<file path="config.mk">
export PLATFORM = sky130hd
export DESIGN_NAME = json_array_element_counter
export DESIGN_NICKNAME = d
export VERILOG_FILES = /design/src/jaec_pkg.sv /design/src/json_array_element_counter.sv /design/src/jaec_scan.sv
export SDC_FILE = /design/constraint.sdc
export NUM_CORES = 1
export LEC_CHECK = 0
export ABC_AREA = 1
export CAP_MARGIN = 10
export CORE_MARGIN = 2
export CORE_UTILIZATION = 30
export CTS_BUF_LIST = sky130_fd_sc_hd__clkbuf_16
export CTS_CLUSTER_DIAMETER = 120
export DETAILED_ROUTE_END_ITERATION = 16
export DONT_BUFFER_PORTS = 1
export HOLD_SLACK_MARGIN = 0.03
export PLACE_DENSITY_LB_ADDON = 0.15
export SETUP_SLACK_MARGIN = 0.05
export SLEW_MARGIN = 20
export SYNTH_ARGS = -nofsm -noshare
export SYNTH_HDL_FRONTEND = slang
export SYNTH_SLANG_ARGS = --single-unit
</file>
<file path="constraint.sdc">
create_clock -name clk -period 2 [get_ports clk]
set_input_delay 0.4 -clock clk [delete_from_list [all_inputs] [get_ports clk]]
set_output_delay 0.4 -clock clk [all_outputs]
set_load 0.01 [all_outputs]
</file>
<file path="src/jaec_pkg.sv">
// package for the json array element counter
// byte codes, byte class struct and the byte decoder; no dependencies
`timescale 1ns / 1ps

package jaec_pkg;

    localparam int COUNT_W = 16;

    localparam logic [7:0] WS_MAX      = 8'd32;
    localparam logic [7:0] CH_LBRACKET = 8'h5B;
    localparam logic [7:0] CH_RBRACKET = 8'h5D;
    localparam logic [7:0] CH_LBRACE   = 8'h7B;
    localparam logic [7:0] CH_RBRACE   = 8'h7D;
    localparam logic [7:0] CH_COMMA    = 8'h2C;
    localparam logic [7:0] CH_QUOTE    = 8'h22;
    localparam logic [7:0] CH_BSLASH   = 8'h5C;

    typedef struct packed {
        logic is_ws;
        logic is_lbracket;
        logic is_rbracket;
        logic is_open;
        logic is_close;
        logic is_comma;
        logic is_quote;
        logic is_bslash;
    } byte_class_t;

    function automatic byte_class_t classify(input logic [7:0] b);
        byte_class_t c;
        c.is_ws       = (b <= WS_MAX);
        c.is_lbracket = (b == CH_LBRACKET);
        c.is_rbracket = (b == CH_RBRACKET);
        c.is_open     = (b == CH_LBRACKET) || (b == CH_LBRACE);
        c.is_close    = (b == CH_RBRACKET) || (b == CH_RBRACE);
        c.is_comma    = (b == CH_COMMA);
        c.is_quote    = (b == CH_QUOTE);
        c.is_bslash   = (b == CH_BSLASH);
        return c;
    endfunction

endpackage

</file>
<file path="src/json_array_element_counter.sv">
// top level of the json array element counter: bracket framing and result register
// depends on jaec_pkg and jaec_scan
`timescale 1ns / 1ps

// Takes one byte of a JSON array text per beat on the slave side, with tlast on the
// final byte, and returns one beat on the master side per text: the number of
// top-level elements (0 when the text does not open with '[' and close with ']'
// after whitespace is skipped, or when the array is empty) and a flag that is set
// when a comma or a nesting level was dropped at its counter limit. A byte is taken every
// cycle unless the input stalls; the result appears in the cycle after the final byte is
// taken. The per-byte state update (string, depth and comma tally) is combinational and
// registered with each byte taken, which is what fixes the one-byte-per-cycle rate. The
// input stalls only while a finished result waits in the output register and the master side is not ready.
module json_array_element_counter #(
    parameter int COUNT_BITS = 16,
    parameter int DEPTH_BITS = 8
) (
    input  logic        clk,
    input  logic        rst_n,
    input  logic        s_tvalid,
    output logic        s_tready,
    input  logic [7:0]  s_tdata,    // [7:0] text_byte
    input  logic        s_tlast,    // last_byte
    output logic        m_tvalid,
    input  logic        m_tready,
    output logic [15:0] m_tdata,    // [15:0] element_count
    output logic [0:0]  m_tuser     // [0] saturated
);

    jaec_pkg::byte_class_t cls;
    logic                  step;
    logic                  scan_en;
    logic [15:0]           count_next;
    logic                  hit_next;

    logic       seen_reg, seen_next;
    logic       opened_reg, opened_next;
    logic       close_reg, close_next;
    logic [1:0] inner_reg, inner_next;
    logic       frame_ok;

    logic        m_valid_reg;
    logic [15:0] m_count_reg;
    logic        m_sat_reg;

    assign cls      = jaec_pkg::classify(s_tdata);
    assign s_tready = !m_valid_reg || m_tready;
    assign step     = s_tvalid && s_tready;
    assign scan_en  = seen_reg && opened_reg;

    jaec_scan #(
        .COUNT_BITS (COUNT_BITS),
        .DEPTH_BITS (DEPTH_BITS)
    ) u_scan (
        .clk        (clk),
        .rst_n      (rst_n),
        .step       (step),
        .clear      (s_tlast),
        .scan_en    (scan_en),
        .cls        (cls),
        .count_next (count_next),
        .hit_next   (hit_next)
    );

    // framing: first non-space byte must open, last non-space byte must close
    always_comb
    begin
        seen_next   = seen_reg;
        opened_next = opened_reg;
        close_next  = close_reg;
        inner_next  = inner_reg;
        if (!cls.is_ws)
        begin
            close_next = cls.is_rbracket;
            if (!seen_reg)
            begin
                seen_next   = 1'b1;
                opened_next = cls.is_lbracket;
            end
            else if (inner_reg != 2'd2)
            begin
                inner_next = inner_reg + 2'd1;
            end
        end
        frame_ok = opened_next && close_next && (inner_next == 2'd2);
    end

    always_ff @(posedge clk or negedge rst_n)
    begin
        if (!rst_n)
        begin
            seen_reg   <= 1'b0;
            opened_reg <= 1'b0;
            close_reg  <= 1'b0;
            inner_reg  <= 2'd0;
        end
        else if (step)
        begin
            if (s_tlast)
            begin
                seen_reg   <= 1'b0;
                opened_reg <= 1'b0;
                close_reg  <= 1'b0;
                inner_reg  <= 2'd0;
            end
            else
            begin
                seen_reg   <= seen_next;
                opened_reg <= opened_next;
                close_reg  <= close_next;
                inner_reg  <= inner_next;
            end
        end
    end

    always_ff @(posedge clk or negedge rst_n)
    begin
        if (!rst_n)
        begin
            m_valid_reg <= 1'b0;
        end
        else if (step && s_tlast)
        begin
            m_valid_reg <= 1'b1;
        end
        else if (m_tready)
        begin
            m_valid_reg <= 1'b0;
        end
    end

    always_ff @(posedge clk)
    begin
        if (step && s_tlast)
        begin
            m_count_reg <= frame_ok ? count_next : 16'd0;
            m_sat_reg   <= hit_next;
        end
    end

    assign m_tvalid   = m_valid_reg;
    assign m_tdata    = m_count_reg;
    assign m_tuser[0] = m_sat_reg;

    // a final byte always leaves a result beat behind
    a_result_loaded: assert property (@(posedge clk) disable iff (!rst_n)
        (step && s_tlast) |=> m_valid_reg)
        else $error("final byte did not load a result");

    // framing state starts over after the final byte
    a_frame_cleared: assert property (@(posedge clk) disable iff (!rst_n)
        (step && s_tlast) |=> (!seen_reg && !opened_reg && inner_reg == 2'd0))
        else $error("framing state not cleared after final byte");

    // input is only held off while a result is waiting
    a_ready_when_empty: assert property (@(posedge clk) disable iff (!rst_n)
        !m_valid_reg |-> s_tready)
        else $error("input stalled with an empty output register");

    // the open flag and inner count only exist after a non-space byte
    a_seen_first: assert property (@(posedge clk) disable iff (!rst_n)
        (opened_reg || inner_reg != 2'd0) |-> seen_reg)
        else $error("framing flags set before any non-space byte");

    // inner count saturates at two
    a_inner_range: assert property (@(posedge clk) disable iff (!rst_n)
        inner_reg != 2'd3)
        else $error("inner non-space count out of range");

endmodule

</file>
<file path="src/jaec_scan.sv">
// scanner for the array body: string state, nesting depth, top-level comma tally
// depends on jaec_pkg
`timescale 1ns / 1ps

module jaec_scan #(
    parameter int COUNT_BITS = 16,
    parameter int DEPTH_BITS = 8
) (
    input  logic                         clk,
    input  logic                         rst_n,
    input  logic                         step,
    input  logic                         clear,
    input  logic                         scan_en,
    input  jaec_pkg::byte_class_t        cls,
    output logic [jaec_pkg::COUNT_W-1:0] count_next,
    output logic                         hit_next
);

    // the tally never needs more than 16 bits since the count limit is 65535
    localparam int TALLY_W = (COUNT_BITS > jaec_pkg::COUNT_W) ? jaec_pkg::COUNT_W : COUNT_BITS;
    localparam logic [TALLY_W-1:0]    TALLY_MAX = {{(TALLY_W-1){1'b1}}, 1'b0};
    localparam logic [DEPTH_BITS-1:0] DEPTH_MAX = {DEPTH_BITS{1'b1}};

    logic [DEPTH_BITS-1:0] depth_reg, depth_next;
    logic                  in_str_reg, in_str_next;
    logic                  bslash_reg, bslash_next;
    logic [TALLY_W-1:0]    tally_reg, tally_next;
    logic                  hit_reg;

    always_comb
    begin
        depth_next  = depth_reg;
        in_str_next = in_str_reg;
        tally_next  = tally_reg;
        hit_next    = hit_reg;
        bslash_next = cls.is_bslash;
        if (scan_en)
        begin
            if (cls.is_quote && !bslash_reg)
            begin
                in_str_next = !in_str_reg;
            end
            else if (!in_str_reg)
            begin
                if (cls.is_open)
                begin
                    if (depth_reg != DEPTH_MAX)
                        depth_next = depth_reg + 1'b1;
                    else
                        hit_next = 1'b1;
                end
                else if (cls.is_close)
                begin
                    if (depth_reg != '0)
                        depth_next = depth_reg - 1'b1;
                end
                else if (cls.is_comma && depth_reg == '0)
                begin
                    if (tally_reg < TALLY_MAX)
                        tally_next = tally_reg + 1'b1;
                    else
                        hit_next = 1'b1;
                end
            end
        end
        count_next = jaec_pkg::COUNT_W'(tally_next) + 16'd1;
    end

    always_ff @(posedge clk or negedge rst_n)
    begin
        if (!rst_n)
        begin
            depth_reg  <= '0;
            in_str_reg <= 1'b0;
            bslash_reg <= 1'b0;
            tally_reg  <= '0;
            hit_reg    <= 1'b0;
        end
        else if (step)
        begin
            if (clear)
            begin
                depth_reg  <= '0;
                in_str_reg <= 1'b0;
                bslash_reg <= 1'b0;
                tally_reg  <= '0;
                hit_reg    <= 1'b0;
            end
            else
            begin
                depth_reg  <= depth_next;
                in_str_reg <= in_str_next;
                bslash_reg <= bslash_next;
                tally_reg  <= tally_next;
                hit_reg    <= hit_next;
            end
        end
    end

endmodule
</file>
Word level (Yosys, flattened, before mapping):

Cells that the tools add are included.

* ROM bits: 0
* memory bits (writable): 0
* memories kept: 0
* output and inout port bits: 19
* logic and storage cells: 98
* register bits after elaboration: 50
* latch bits: 0
* input port bits: 13

* $lt $le $gt $ge: 2
* add/subtract/negate cells: 5
* reductions and logical operators: 23
* shift operators: 0
* multipliers: 0
* eq/ne operators: 14
* div/mod/pow operators: 0
* multiplexer cells: 42
* bitwise operators: 0

Operators by type and width (count)
* 16-bit 2-to-1 mux: 8
* 8-bit 2-to-1 mux: 8
* 8-bit by 7-bit == test with 1-bit output (second input constant): 5
* 16-bit by 1-bit adder with 16-bit output (second input constant): 2
* 1-bit 2-to-1 mux: 22
* 8-bit by 6-bit == test with 1-bit output (second input constant): 2
* 16-bit < comparator (second input constant): 1
* 8-bit by 1-bit adder with 8-bit output (second input constant): 1
* 8-bit by 6-bit less-or-equal comparator with 1-bit output (second input constant): 1
* 8-bit logical NOT: 1
* 2-bit 2-to-1 mux: 4
* 2-bit inequality test (second input constant): 4
* 8-bit inequality test (second input constant): 1
* 8-bit nonzero test: 1
* 8-bit by 1-bit subtractor with 8-bit output (second input constant): 1
* 1-bit logical AND: 7
* 7-bit AND reduction: 1
* 2-bit nonzero test: 3
* 3-bit nonzero test: 2
* 1-bit logical NOT: 3
* 1-bit logical OR: 3
* 3-bit by 2-bit inequality test with 1-bit output (second input constant): 1
* 3-bit AND reduction: 1
* 2-bit by 1-bit adder with 2-bit output (second input constant): 1
* other kinds (2): 2

Longest topological paths before layout:

* depth after elaboration: 9
* mapped depth: 17
* gate-level depth less buffers: 17

Cells and area by module:

From an unflattened synthesis, not the netlist that was laid out.

* cells, all modules: 510
* area, all modules: 3784.9 sq um

Modules (own cells, without submodules)
* jaec_scan: times used 1, area an instance 2454.9 sq um, cells an instance 364, seq. area each 675.6 sq um
* json_array_element_counter: times used 1, area an instance 1330.0 sq um, cells an instance 146, seq. area each 660.6 sq um

Worst setup path after synthesis:

OpenSTA, ideal clock, no wires.

* path type: input port to flip-flop
* start: in s_tdata[7]
* end: reg m_count_reg[14], in the netlist m_tdata[14] (data pin)
* arrival: 1.965 ns
* path buffers: 0
* setup slack: -0.218 ns
* stages: 16
* data required time: 1.747 ns
* cell sequence: inv_1 -> nand3_2 -> inv_1 -> nand2_4 -> nand2_2 -> nor2_4 -> nand2_2 -> o21ai_2 -> ha_1 -> nand3_2 -> nor2_4 -> nand2_2 -> nor2_2 -> nand2_1 -> nand2_1 -> nor2_1

* cells in the longest elaborated chain, start to end: 9
* elaborated cells on any way between the ends: 25
* classes of those cells: 1 x add/sub; 1 x order compare; 7 x eq/ne; 10 x mux; 6 x reduce/logical

Ends and longest elaborated chain
* start, declared: line json_array_element_counter.sv:22 `input logic [7:0] s_tdata,`
* 8-bit by 6-bit == test with 1-bit output: line jaec_pkg.sv:36 `c.is_comma = (b == CH_COMMA);`
* 1-bit logical AND: line jaec_scan.sv:57 `else if (cls.is_comma && depth_reg == '0)`
* 16-bit 2-to-1 mux: line jaec_scan.sv:57
* 16-bit 2-to-1 mux: line jaec_scan.sv:52 `else if (cls.is_close)`
* 16-bit 2-to-1 mux: line jaec_scan.sv:45 `if (cls.is_open)`
* 16-bit 2-to-1 mux: line jaec_scan.sv:43 `else if (!in_str_reg)`
* 16-bit 2-to-1 mux: line jaec_scan.sv:39 `if (cls.is_quote && !bslash_reg)`
* 16-bit 2-to-1 mux: line jaec_scan.sv:37 `if (scan_en)`
* 16-bit by 1-bit adder with 16-bit output: line jaec_scan.sv:66 `count_next = jaec_pkg::COUNT_W'(tally_next) + 16'd1;`
* end signal, assigned: line json_array_element_counter.sv:136 `m_count_reg <= frame_ok ? count_next : 16'd0;`
* end, declared: line json_array_element_counter.sv:43 `logic [15:0] m_count_reg;`

Several ways; a longest one is shown, not always the timed one.
A chain may end at the register's enable or synchronous reset.

Worst setup path in the final report:

* start: reg u_scan.depth_reg[1]
* end: reg m_count_reg[15], in the netlist m_tdata[15] (data pin)

* cells in the longest elaborated chain, start to end: 9

Ends and longest elaborated chain
* start, declared: line jaec_scan.sv:24 `logic [DEPTH_BITS-1:0] depth_reg, depth_next;`
* start signal, assigned: line jaec_scan.sv:91 `depth_reg <= depth_next;`
* 8-bit logical NOT: line jaec_scan.sv:57
* 1-bit logical AND: line jaec_scan.sv:57
* 16-bit 2-to-1 mux: line jaec_scan.sv:57
* 16-bit 2-to-1 mux: line jaec_scan.sv:52
* 16-bit 2-to-1 mux: line jaec_scan.sv:45
* 16-bit 2-to-1 mux: line jaec_scan.sv:43
* 16-bit 2-to-1 mux: line jaec_scan.sv:39
* 16-bit 2-to-1 mux: line jaec_scan.sv:37
* 16-bit by 1-bit adder with 16-bit output: line jaec_scan.sv:66

No other way between the ends.

==> results by group <==
Status
  – Status: complete, but fails checks
  – Failing checks: setup timing

Detailed routing
  – Routed len/inst: 13.88 µm
  – Post-route ant nets: 0
  – Routed WL: 10220 µm
  – Drt via density: around 4.8
  – Total number of vias: 3508
  – 1st-iter DRT viols: about 160
  – Drt pass-1 iters: 4
  – # DRC: 0

Clock network
  – Num CTS Buffers: 5
  – Clock Latency Late Sink: around 0.29 ns
  – Clock Root Buffer: clkbuf_16
  – CTS tree: done
  – CTS max path bufs: 2
  – Clock slew at reported path FFs: 0.07 ns
  – CTS Sinks: 50
  – H-tree Lvls: 2

Timing
  – RSZ-0062 raised after global routing: true
  – Slew HR: between 60% and 70%
  – Setup slack after layout: -0.2761 ns
  – WHS: 0.1994 ns
  – Max frequency: 0.4393 GHz
  – Final Hold Fails: 0
  – Max Clock Skew: 0.008211 ns
  – Least-Margin Pin Slew: 0.5424 ns
  – Final setup fails: 14
  – Min cycle time layout: around 2.3 ns
  – Final period util: 113.8%
  – Slew Limit Fails: 0

Critical path
  – Worst Path Buf+Inv: 1
  – Cell-by-cell trace of the critical path: nor2_1, nand2_1, nor2_4, nand2_4, buf_12, nor2_8, nand3_2, nand2_2, nand2_4, nor2_4, nand2_4, nor2_4, nand3_2, nand2_1, nor2_1
  – CP Launch Type: register
  – Largest delay contributor family on the critical path: simple AND/OR/NAND/NOR gates
  – Arrival time worst endpoint: 2.32 ns
  – CP max FO: 6
  – Critical Path RT: 2.04 ns
  – Crit path capture type: register
  – Worst R2R End: m_tdata[15]
  – Crit-path slowest cell: dfrtp_1
  – Crit path kind: register to register
  – Worst R2R Setup Slack: -0.28 ns
  – Worst Reg-to-Reg Cells: 15
  – Origin of the critical flop-to-flop path: u_scan.depth_reg[1]
  – Crit path largest cell delay: around 0.40 ns

Synthesis
  – FF+latch count, synth: 50
  – Area fraction in compound gates after synthesis: 9.388%
  – Post-Synth XOR/XNOR Area: 1.458%
  – Synth Area in Simple Gates: 39.05%
  – Main synth FF type: dfrtp_1
  – Post-Synth Adder-Cell Area: around 3.8%
  – Sequential element share of the synthesized area: 37.98%
  – Synthesized area per cell: 7.300 µm²
  – Post-synthesis mux area share: 0%
  – Syn nets: ~500
  – Post-synth EDFFs: 17
  – Largest family of logic cells by synthesized area: simple AND/OR/NAND/NOR gates
  – Distinct cells, synth: 40
  – Post-synth ARST share: 66.00%
  – YS warnings: 0
  – Post-synthesis cell area: 3518 µm²
  – Cells after Synth: 482

GRT
  – Remaining Overflow, GRT: 0
  – All-Layer GR Usage: 16.53%
  – Initial antenna violation count: 0
  – Largest net degree at the start of global routing: 34
  – Vias in the first global route: 3527
  – First-pass GRT wire length: 16940 µm

Placed design
  – Number of port buffers: 0
  – Worst slack at placement: -0.4005 ns
  – Gpl congestion: 0.8519
  – Post-DP HPWL: 7657 µm
  – Area of placed instances: 4522 µm²

Job
  – Max-cap viol count: 0

Layout
  – Ant diodes: 0
  – Final #Nets: 615
  – Synthesis-to-finish area growth: 42.82%
  – Final instance area: 5025 µm²
  – Ratio of cells with drive above 1 in the final layout: 37.10%

Floorplanning
  – Initial core utilization: approximately 31%
  – Die W: between 100 and 150 µm
  – Row Count: 39
  – Core Area: 11420 µm²
  – Die Y: roughly 110 µm
  – Die ar.: 12610 µm²
  – I/O Pins: 32

Power
  – VDD IR max: roughly 0.32 mV
  – P_leak: between 2 and 2.5 nW
  – PD cells: around 480 nW/µm²

Worst hold path
  – Worst Hold Path EP: u_scan.in_str_reg
  – Hold path depth: 1
  – HP Start: s_tlast
  – Min-Delay Path Class: primary input to register
[power by group]
| part | internal, mW | leakage (nW) | switching, mW | total (mW) |
|---|---|---|---|---|
| logic | 0.191 | 1.55 | 0.257 | 0.448 |
| clock network | 0.452 | 0.0738 | 0.381 | 0.833 |
| registers | 1.10 | 0.613 | 0.0239 | 1.12 |
| total | 1.74 | 2.24 | 0.662 | 2.40 |
[how the worst max path moves through the flow]
stage / slack [ns] / cells after the start / start / to
2_1_floorplan: -0.11 / 15 / u_scan.depth_reg[4] / m_tdata[14]
3_3_place_gp: -0.41 / 14 / u_scan.tally_reg[1] / m_tdata[15]
3_5_place_dp: -0.40 / 14 / u_scan.tally_reg[1] / m_tdata[15]
4_1_cts: -0.29 / 15 / u_scan.depth_reg[1] / m_tdata[14]
5_1_grt: -0.45 / 15 / u_scan.depth_reg[1] / m_tdata[14]
6_report: -0.28 / 15 / u_scan.depth_reg[1] / m_tdata[15]
[layout make-up]
cell class                      count  area (µm²)
Timing Repair Buffer              109       904.6
Inverter                           71       274.0
Sequential cell                    50        1338
Clock buffer                        5       125.1
Fill cell                        1178        6394
Multi-Input combinational cell    355        2193
Clock inverter                      3       11.26
Tap cell                          143       178.9
[timing repair]
action | CTS | global route
buffers inserted | 2 | 7
endpoints found under the hold margin | 33 | 0
gates cloned | 0 | 1
hold buffers | 2 | 0
pin swaps | 5 | 37
setup endpoints to repair | 17 | 25
resized for setup | 11 | 69
[metal layers]
metal / global-route usage, % / vias up / wire length [µm]
li1: - / 1803 / -
met1: 20.94 / 1652 / 4737
met2: 29.64 / 39 / 5081
met3: 2.376 / 14 / 201
met4: 4.146 / 0 / 198
met5: 0 / - / 0
[cell usage after synthesis, types with 7 or more instances]
cell      number  area, µm²
nand2_1      115      431.7
nor2_1        67      251.5
inv_1         64      240.2
nand3_1       39      195.2
dfrtp_1       33      825.8
o21ai_0       19      95.09
edfxtp_1      17      510.5
o22ai_1       14      87.58
nand2_2       12      75.07
a21oi_1       11      55.05
nand4_1       11      68.82
ha_1           9      112.6
nor2_2         8      50.05
nor3_1         8      40.04
nor2_4         7      78.83
[worst register-to-register path: cells and delay by family (launching register included)]
kind	cells	cell delay (ns)
simple gates	14	1.46
buf+inv	1	0.16
flops	1	0.40
[layout by cell type (no fill, tap or decap), drive strengths merged, types with 10 or more instances in the layout]
cell type,Yosys,layout
a21oi,11,11
buf,2,108
dfrtp,33,33
edfxtp,17,17
inv,69,71
nand2,131,131
nand3,44,44
nand4,11,11
nor2,84,85
nor3,10,10
o21ai,21,21
o22ai,14,14
[kinds of logic (layout without fill, tap and decap cells)]
group,Yosys count,count (layout)
simple gates,283,284
xor+xnor,5,5
fa+ha+maj,10,10
flops,50,50
buf+inv,78,188
compound gates,56,56
[per-stage QoR]
stage	instances	setup TNS (ns)	utilization, %	total power [mW]
final	736	-2.237	44.01	2.403
after global routing	736	-4.808	44.01	2.515
after CTS	730	-2.701	41.49	2.374
after detailed placement	718	-4.214	39.60	1.504
after global placement	718	-4.030	39.60	1.497
after floorplan	482	-0.3033	-	1.391
Power figures use the tool's default switching activity.
